## src/sha_pkg.sv

```systemverilog
// ----------------------------------------------------------------------------
// SHA-256 package
// Round constants, initial hash value and shared types for the stream hasher.
// ----------------------------------------------------------------------------
package sha_pkg;

	localparam int QueueDepth = 4;

	typedef struct packed {
		logic [7:0] data_byte;
		logic       byte_present;
		logic       message_end;
	} item_t;

	function automatic logic [31:0] round_k(input logic [5:0] t);
		logic [31:0] k [64];
		k = '{
			32'h428a2f98,32'h71374491,32'hb5c0fbcf,32'he9b5dba5,32'h3956c25b,32'h59f111f1,
			32'h923f82a4,32'hab1c5ed5,32'hd807aa98,32'h12835b01,32'h243185be,32'h550c7dc3,
			32'h72be5d74,32'h80deb1fe,32'h9bdc06a7,32'hc19bf174,32'he49b69c1,32'hefbe4786,
			32'h0fc19dc6,32'h240ca1cc,32'h2de92c6f,32'h4a7484aa,32'h5cb0a9dc,32'h76f988da,
			32'h983e5152,32'ha831c66d,32'hb00327c8,32'hbf597fc7,32'hc6e00bf3,32'hd5a79147,
			32'h06ca6351,32'h14292967,32'h27b70a85,32'h2e1b2138,32'h4d2c6dfc,32'h53380d13,
			32'h650a7354,32'h766a0abb,32'h81c2c92e,32'h92722c85,32'ha2bfe8a1,32'ha81a664b,
			32'hc24b8b70,32'hc76c51a3,32'hd192e819,32'hd6990624,32'hf40e3585,32'h106aa070,
			32'h19a4c116,32'h1e376c08,32'h2748774c,32'h34b0bcb5,32'h391c0cb3,32'h4ed8aa4a,
			32'h5b9cca4f,32'h682e6ff3,32'h748f82ee,32'h78a5636f,32'h84c87814,32'h8cc70208,
			32'h90befffa,32'ha4506ceb,32'hbef9a3f7,32'hc67178f2};
		return k[t];
	endfunction

	localparam logic [255:0] InitHash = {
		32'h6a09e667,32'hbb67ae85,32'h3c6ef372,32'ha54ff53a,
		32'h510e527f,32'h9b05688c,32'h1f83d9ab,32'h5be0cd19};

	localparam logic [7:0] PadMarker = 8'h80;

endpackage

```

## src/sha256_stream_hasher.sv

```systemverilog
// ----------------------------------------------------------------------------
// SHA-256 stream hasher
// Hashes a byte stream with FIPS 180-4 SHA-256 and emits 32 digest bytes.
// ----------------------------------------------------------------------------
// Usage: the input channel is a queue write port. A transaction is accepted
// when push is high and full is low; it carries data_byte, byte_present and
// message_end. An item with message_end high closes the message (after
// appending its byte if byte_present is high), so an empty message is one
// transaction with byte_present low.
// The result channel is a queue read port. While empty is low the oldest
// digest byte is on digest_byte, with digest_last high on the 32nd byte,
// and pop takes it.
// Throughput: the core takes a plain byte whenever it is idle; the byte that
// completes a 64-byte block adds the one-round-per-cycle compression and the
// final hash add. Closing a message takes the padding, one or two compressions
// and then the digest, one byte per cycle while the receiver pops. A four-entry
// input queue decouples the producer from the core. When the receiver stalls
// the core holds the next digest byte and stops; the input queue then fills.
// Reset clears the queues and loads the initial hash value.
// ----------------------------------------------------------------------------
module sha256_stream_hasher #(
	parameter int QueueDepth = sha_pkg::QueueDepth
) (
	input  logic       clk,
	input  logic       arst_n,
	input  logic       push,
	output logic       full,
	input  logic [7:0] data_byte,
	input  logic       byte_present,
	input  logic       message_end,
	output logic       empty,
	input  logic       pop,
	output logic [7:0] digest_byte,
	output logic       digest_last
);
	sha_pkg::item_t in_item, item;
	logic           item_valid, item_take;

	assign in_item = '{data_byte: data_byte, byte_present: byte_present,
		message_end: message_end};

	sha_front #(.Depth(QueueDepth)) u_front (
		.clk, .arst_n, .push, .full, .in_item,
		.item_valid, .item_take, .item
	);

	sha_core u_core (
		.clk, .arst_n, .item_valid, .item_take, .item,
		.empty, .pop, .digest_byte, .digest_last
	);

endmodule

```

## src/sha_front.sv

```systemverilog
// ----------------------------------------------------------------------------
// SHA-256 front queue
// Accepts input transactions and holds them in a short queue for the core.
// ----------------------------------------------------------------------------
module sha_front #(
	parameter int Depth = sha_pkg::QueueDepth
) (
	input  logic           clk,
	input  logic           arst_n,
	input  logic           push,
	output logic           full,
	input  sha_pkg::item_t in_item,
	output logic           item_valid,
	input  logic           item_take,
	output sha_pkg::item_t item
);
	localparam int AW = (Depth > 1) ? $clog2(Depth) : 1;

	sha_pkg::item_t mem_q [Depth];
	logic [AW-1:0]  wr_q, rd_q;
	logic [AW:0]    cnt_q;
	logic           do_push, do_pop;

	assign full       = (cnt_q == (AW+1)'(Depth));
	assign item_valid = (cnt_q != '0);
	assign item       = mem_q[rd_q];
	assign do_push    = push && !full;
	assign do_pop     = item_take && item_valid;

	always_ff @(posedge clk) begin
		if (do_push) begin
			mem_q[wr_q] <= in_item;
		end
	end

	always_ff @(posedge clk or negedge arst_n) begin
		if (!arst_n) begin
			wr_q  <= '0;
			rd_q  <= '0;
			cnt_q <= '0;
		end else begin
			if (do_push) begin
				wr_q <= (wr_q == AW'(Depth-1)) ? '0 : wr_q + 1'b1;
			end
			if (do_pop) begin
				rd_q <= (rd_q == AW'(Depth-1)) ? '0 : rd_q + 1'b1;
			end
			cnt_q <= cnt_q + (AW+1)'(do_push) - (AW+1)'(do_pop);
		end
	end

endmodule

```

## src/sha_core.sv

```systemverilog
// ----------------------------------------------------------------------------
// SHA-256 core
// Packs bytes into message words, pads, compresses one round per cycle and
// streams the digest bytes out through a one-entry output register.
// ----------------------------------------------------------------------------
module sha_core (
	input  logic           clk,
	input  logic           arst_n,
	input  logic           item_valid,
	output logic           item_take,
	input  sha_pkg::item_t item,
	output logic           empty,
	input  logic           pop,
	output logic [7:0]     digest_byte,
	output logic           digest_last
);
	localparam logic [2:0] StIdle = 3'd0;
	localparam logic [2:0] StPad  = 3'd1;
	localparam logic [2:0] StLen  = 3'd2;
	localparam logic [2:0] StComp = 3'd3;
	localparam logic [2:0] StAdd  = 3'd4;
	localparam logic [2:0] StOut  = 3'd5;

	logic [2:0]   state_q;
	logic [31:0]  w_q [16];      // message schedule window, word 0 is next
	logic [255:0] h_q;
	logic [255:0] v_q;
	logic [5:0]   fill_q;
	logic [63:0]  len_q;
	logic [5:0]   rnd_q;
	logic         fin_q;         // this compression ends the message
	logic         after_q;       // padding continues after this compression
	logic [4:0]   oidx_q;
	logic         ovalid_q;
	logic [7:0]   obyte_q;
	logic         olast_q;

	function automatic logic [31:0] rotr(input logic [31:0] x, input int n);
		return (x >> n) | (x << (32 - n));
	endfunction

	// Shift one byte into the word window at the fill position.
	logic [31:0] cur_w;
	logic [31:0] new_w;
	logic [3:0]  wi;
	logic [7:0]  put_byte;
	logic        put_en;
	always_comb begin
		wi    = fill_q[5:2];
		cur_w = w_q[wi];
		new_w = cur_w;
		unique case (fill_q[1:0])
			2'd0: new_w = {put_byte, 24'd0};
			2'd1: new_w = {cur_w[31:24], put_byte, 16'd0};
			2'd2: new_w = {cur_w[31:16], put_byte, 8'd0};
			default: new_w = {cur_w[31:8], put_byte};
		endcase
	end

	// Round logic.
	logic [31:0] a, b, c, d, e, f, g, hh, t1, t2, s0, s1, wn;
	always_comb begin
		{a, b, c, d, e, f, g, hh} = v_q;
		t1 = hh + (rotr(e, 6) ^ rotr(e, 11) ^ rotr(e, 25)) + ((e & f) ^ (~e & g))
			+ sha_pkg::round_k(rnd_q) + w_q[0];
		t2 = (rotr(a, 2) ^ rotr(a, 13) ^ rotr(a, 22)) + ((a & b) ^ (a & c) ^ (b & c));
		s0 = rotr(w_q[1], 7) ^ rotr(w_q[1], 18) ^ (w_q[1] >> 3);
		s1 = rotr(w_q[14], 17) ^ rotr(w_q[14], 19) ^ (w_q[14] >> 10);
		wn = w_q[0] + s0 + w_q[9] + s1;
	end

	logic out_free;
	assign out_free  = !ovalid_q || pop;
	assign empty     = !ovalid_q;
	assign digest_byte = obyte_q;
	assign digest_last = olast_q;
	assign item_take = (state_q == StIdle);

	assign put_en   = (state_q == StIdle && item_valid && item.byte_present) ||
		(state_q == StPad);
	assign put_byte = (state_q == StPad) ? sha_pkg::PadMarker : item.data_byte;

	logic [7:0] sel_byte;
	always_comb begin
		sel_byte = h_q[255 - 8*oidx_q -: 8];
	end

	always_ff @(posedge clk) begin
		if (put_en) begin
			w_q[wi] <= new_w;
		end else if (state_q == StLen) begin
			// A wrapped first padding block is complete and keeps word 0.
			if (fill_q == 6'd56) begin
				w_q[14] <= len_q[63:32];
				w_q[15] <= len_q[31:0];
			end else if (fill_q[1:0] == 2'd0 && (fill_q != 6'd0 || after_q)) begin
				w_q[wi] <= '0;
			end
		end else if (state_q == StComp) begin
			for (int i = 0; i < 15; i++) begin
				w_q[i] <= w_q[i+1];
			end
			w_q[15] <= wn;
		end
		if (state_q == StComp) begin
			v_q <= {t1 + t2, a, b, c, d + t1, e, f, g};
		end else begin
			v_q <= h_q;
		end
		if (ovalid_q == 1'b0 || pop) begin
			obyte_q <= sel_byte;
			olast_q <= (oidx_q == 5'd31);
		end
	end

	always_ff @(posedge clk or negedge arst_n) begin
		if (!arst_n) begin
			ovalid_q <= 1'b0;
		end else if (state_q == StOut && out_free) begin
			ovalid_q <= 1'b1;
		end else if (pop && ovalid_q) begin
			ovalid_q <= 1'b0;
		end
	end

	always_ff @(posedge clk or negedge arst_n) begin
		if (!arst_n) begin
			state_q  <= StIdle;
			h_q      <= sha_pkg::InitHash;
			fill_q   <= '0;
			len_q    <= '0;
			rnd_q    <= '0;
			fin_q    <= 1'b0;
			after_q  <= 1'b0;
			oidx_q   <= '0;
		end else begin
			unique case (state_q)
				StIdle: begin
					if (item_valid) begin
						if (item.byte_present) begin
							fill_q <= fill_q + 6'd1;
							len_q  <= len_q + 64'd8;
						end
						if (item.byte_present && fill_q == 6'd63) begin
							state_q <= StComp;
							rnd_q   <= '0;
							fin_q   <= 1'b0;
							after_q <= item.message_end;
						end else if (item.message_end) begin
							state_q <= StPad;
							after_q <= 1'b0;
						end
					end
				end
				StPad: begin
					fill_q  <= fill_q + 6'd1;
					state_q <= StLen;
				end
				StLen: begin
					// Zero one byte per cycle up to the length field or block end.
					if (fill_q == 6'd56) begin
						state_q <= StComp;
						rnd_q   <= '0;
						fin_q   <= 1'b1;
						fill_q  <= '0;
					end else if (fill_q == 6'd0 && !after_q) begin
						state_q <= StComp;
						rnd_q   <= '0;
						fin_q   <= 1'b0;
						after_q <= 1'b1;
					end else begin
						fill_q <= fill_q + 6'd1;
					end
				end
				StComp: begin
					rnd_q <= rnd_q + 6'd1;
					if (rnd_q == 6'd63) begin
						state_q <= StAdd;
					end
				end
				StAdd: begin
					h_q <= {h_q[255:224] + v_q[255:224], h_q[223:192] + v_q[223:192],
						h_q[191:160] + v_q[191:160], h_q[159:128] + v_q[159:128],
						h_q[127:96] + v_q[127:96], h_q[95:64] + v_q[95:64],
						h_q[63:32] + v_q[63:32], h_q[31:0] + v_q[31:0]};
					if (fin_q) begin
						state_q <= StOut;
						oidx_q  <= '0;
					end else if (after_q) begin
						// A whole number of blocks still needs its marker byte.
						state_q <= (len_q[8:0] == 9'd0) ? StPad : StLen;
					end else begin
						state_q <= StIdle;
					end
				end
				default: begin
					if (out_free) begin
						oidx_q   <= oidx_q + 5'd1;
						if (oidx_q == 5'd31) begin
							state_q <= StIdle;
							h_q     <= sha_pkg::InitHash;
							len_q   <= '0;
							fill_q  <= '0;
						end
					end
				end
			endcase
		end
	end

endmodule
```

## config.mk

```make
export PLATFORM = sky130hd
export DESIGN_NAME = sha256_stream_hasher
export DESIGN_NICKNAME = d
export VERILOG_FILES = /design/src/sha_pkg.sv /design/src/sha256_stream_hasher.sv /design/src/sha_front.sv /design/src/sha_core.sv
export SDC_FILE = /design/constraint.sdc
export NUM_CORES = 2
export LEC_CHECK = 0
export ABC_AREA = 1
export BUFFER_PORTS_ARGS = -buffer_cell sky130_fd_sc_hd__buf_2
export CORE_MARGIN = 2
export CORE_UTILIZATION = 60
export CTS_BUF_LIST = sky130_fd_sc_hd__clkbuf_2
export CTS_CLUSTER_DIAMETER = 60
export DETAILED_ROUTE_END_ITERATION = 7
export PLACE_DENSITY = 0.86
export SLEW_MARGIN = 20
export SYNTH_ARGS = -nofsm -noshare
export SYNTH_HDL_FRONTEND = slang
export SYNTH_HIERARCHICAL = 1
export SYNTH_SLANG_ARGS = --single-unit
```

## constraint.sdc

```tcl
create_clock -name clk -period 19.3 [get_ports clk]
set_input_delay 3.86 -clock clk [delete_from_list [all_inputs] [get_ports clk]]
set_output_delay 3.86 -clock clk [all_outputs]
set_load 0.02 [all_outputs]
```

==> metrics.md <==
| Metric | Value |
|---|---|
| Antenna violations before repair | 22 |
| Drt pass-1 iters | 8 |
| Tightest Hold Check Type | flop to flop |
| Asr flop ratio synth | 0.298 |
| CTS Hold Bufs | 0 |
| Post CTS Setup Buffer Count | 0 |
| Worst setup EP type | flop |
| Synthesis-stage register bit count | between 1000 and 1500 |
| Global route overflow | 0 |
| Synth top cells by count | nand2_1 (2787), inv_1 (1365), o21ai_0 (1007) |
| Area Overhead vs Synth | 5.28% |
| Worst-path clk slew | around 0.1 ns |
| Global placer's final weighted congestion | approximately 1.1 |
| CP Max Fanout | 13 |
| Post-CTS sizing | 0 |
| Synth Cell Area | 80100 um^2 |
| HPWL after DPL | roughly 240000 um |
| Clock Tree Root | clkbuf_2 |
| Net Count, Synth | ~11000 |
| Syn_area_per_cell | 7.67 um^2 |
| DRC violations left | 0 |
| Largest net degree at the start of global routing | 145 |
| RSZ-0062 raised after global routing | no |
| Layout cells sized above 1 | 0.0780 |
| Period minus WS final | around 8.5 ns |
| # clock sinks | approximately 1200 |
| Slowest stage delay, CP | about 0.61 ns |
| Post-synth EDFFs | roughly 560 |
| CTS tree | done |
| Yosys Warn Count | 6 |
| Number of max-cap violations | 0 |
| DRT antenna net count | 0 |
| Most numerous cell in the Yosys netlist | nand2_1 |
| Fin crit share | 0.442 |
| I/O pin count | 25 |
| Post-DR wirelength/cell | between 20 and 30 um |
| Sum Neg Setup Slack | 0 ns |
| Htree depth | 5 |
| DIE AREA | roughly 140000 um^2 |
| Clk Latency, worst-skew pair | 1.88 ns |
| Max Transition Viols Final | 0 |
| Num rows | between 100 and 150 |
| Buffers & Inverters on Critical Path | 7 |
| Drt via density | between 6 and 7 |
| Worst-margin pin slew | around 1.2 ns |
| Worst slack, placed | between 10 and 15 ns |
| Yosys top cell area share | 0.210 |
| # setup viols final | 0 |
| Worst setup margin | about 11 ns |
| All-Layer GR Usage | 0.466 |
| Crit path required time | roughly 21 ns |
| Chip Width | about 370 um |
| Layout Nets | ~11000 |
| Placed cell areas | between 80000 and 90000 um^2 |
| Fin. Hold Viols | 0 |
| Final wirelength | between 300000 and 400000 um |
| Highest clock rate | 117 MHz |
| Cts bufs inserted | about 320 |
| Die height | 369 um |
| Slew Limit Headroom | 0.188 |
| CP startpoint kind | flop |
| Cell mode on critical path | inv_1 |
| Core box area | between 100000 and 150000 um^2 |
| Distinct cells, synth | between 70 and 80 |
| DR vias | 79400 |
| Yosys top cell by area | edfxtp_1 |
| Sequential share of the synthesized area | 0.385 |
| Ys flop type | edfxtp_1 |
| Synth top area cells | edfxtp_1 (21%), nand2_1 (13%), dfrtp_1 (6.6%) |
| Status | complete, no violations |
| First-pass GRT wire length | roughly 470000 um |
| Port Buffers | 24 |
| Crit path max-delay family | adder cells |
| Slowest cell on the critical path | dfrtp_1 |
| Critical path class | flop to flop |
| Vias in the first global route | 75500 |
| Synth Instances | roughly 10000 |
| Skew final | ~0.26 ns |
| WP data arrival | around 10 ns |
| Finished Cell Area | 84300 um^2 |
| DRT iter0 DRCs | 11600 |
| Initial core utilization | 0.602 |
| Clk buf depth | 4 |
[cell type report]
type | instances | area [um^2]
Fill cell | 11500 | 48600
Multi-Input combinational cell | 7484 | 42500
Sequential cell | 1164 | 30800
Inverter | 1407 | 5300
Clock buffer | 465 | 2330
Tap cell | 1768 | 2210
Timing Repair Buffer | 89 | 643
Clock inverter | 91 | 528
Antenna cell | 10 | 25.0
[per-layer routing]
metal	up-vias	wire (um)	global-route usage
met5	-	212	0
met4	28	28700	0.343
met3	1586	42300	0.128
met2	6265	140000	0.708
met1	36800	114000	0.569
li1	34700	-	-
[registers in the layout (all words and copies together) (netlist names), 6 cells and up]
name                count
u_core/w_q            512
u_core/h_q            256
u_core/v_q            256
u_core/len_q           61
u_front/mem_q          40
u_core/digest_byte      8
u_core/fill_q           6
u_core/rnd_q            6
[cells in the final DEF, fill, tap and decap left out, drive strengths merged, types with 83 or more instances in the layout]
cell type     n
nand2      2798
inv        1407
o21ai      1022
a21oi       756
nor2        656
edfxtp      561
clkbuf      465
ha          407
nand3       386
dfxtp       256
xor2        246
dfrtp       211
fa          196
xnor2       154
dfstp       136
o22ai       135
nor3        135
buf          89
clkinv       83
[worst paths after layout]
check,from,end,cells past startpoint,slack [ns]
worst max-delay path,u_core/rnd_q[0],u_core/v_q[245],35,10.77
worst min-delay path,u_core/w_q[12][22],u_core/w_q[11][22],2,0.39
worst max register to register,u_core/rnd_q[0],u_core/v_q[245],35,10.77
worst min register to register,u_core/w_q[12][22],u_core/w_q[11][22],2,0.39
max in group asynchronous,arst_n,u_core/h_q[206],2,15.50
min in group asynchronous,arst_n,u_core/h_q[38],1,2.18
[worst register-to-register path, delay by kind of cell (launching register included)]
kind / cells / cell delay [ns]
compound gates: 11 / 1.95
fa+ha+maj: 6 / 2.82
xor+xnor: 1 / 0.27
buf+inv: 7 / 0.99
flops: 1 / 0.61
simple gates: 10 / 1.68
[per-stage QoR]
stage,utilization,std cells,hold slack [ns]
after detailed placement,0.613,11900,0.480
after global routing,0.634,12500,0.450
after CTS,0.634,12500,0.409
after global placement,0.613,11900,0.478
final,0.634,12500,0.392
after floorplan,-,10400,0.443
[logic make-up (layout without fill, tap and decap cells)]
group           after synthesis  after routing  synth area share
xor+xnor                    400            400            0.0437
flops                      1164           1164             0.385
compound gates             2331           2331             0.163
mux                          10             10           0.00127
fa+ha+maj                   604            604             0.113
simple gates               4139           4139             0.209
buf+inv                    1789           2052            0.0853
other cells                   0             10                 0
Power is not shown: default switching activity piles up to over one toggle a cycle in this logic, so the estimate is an artifact.
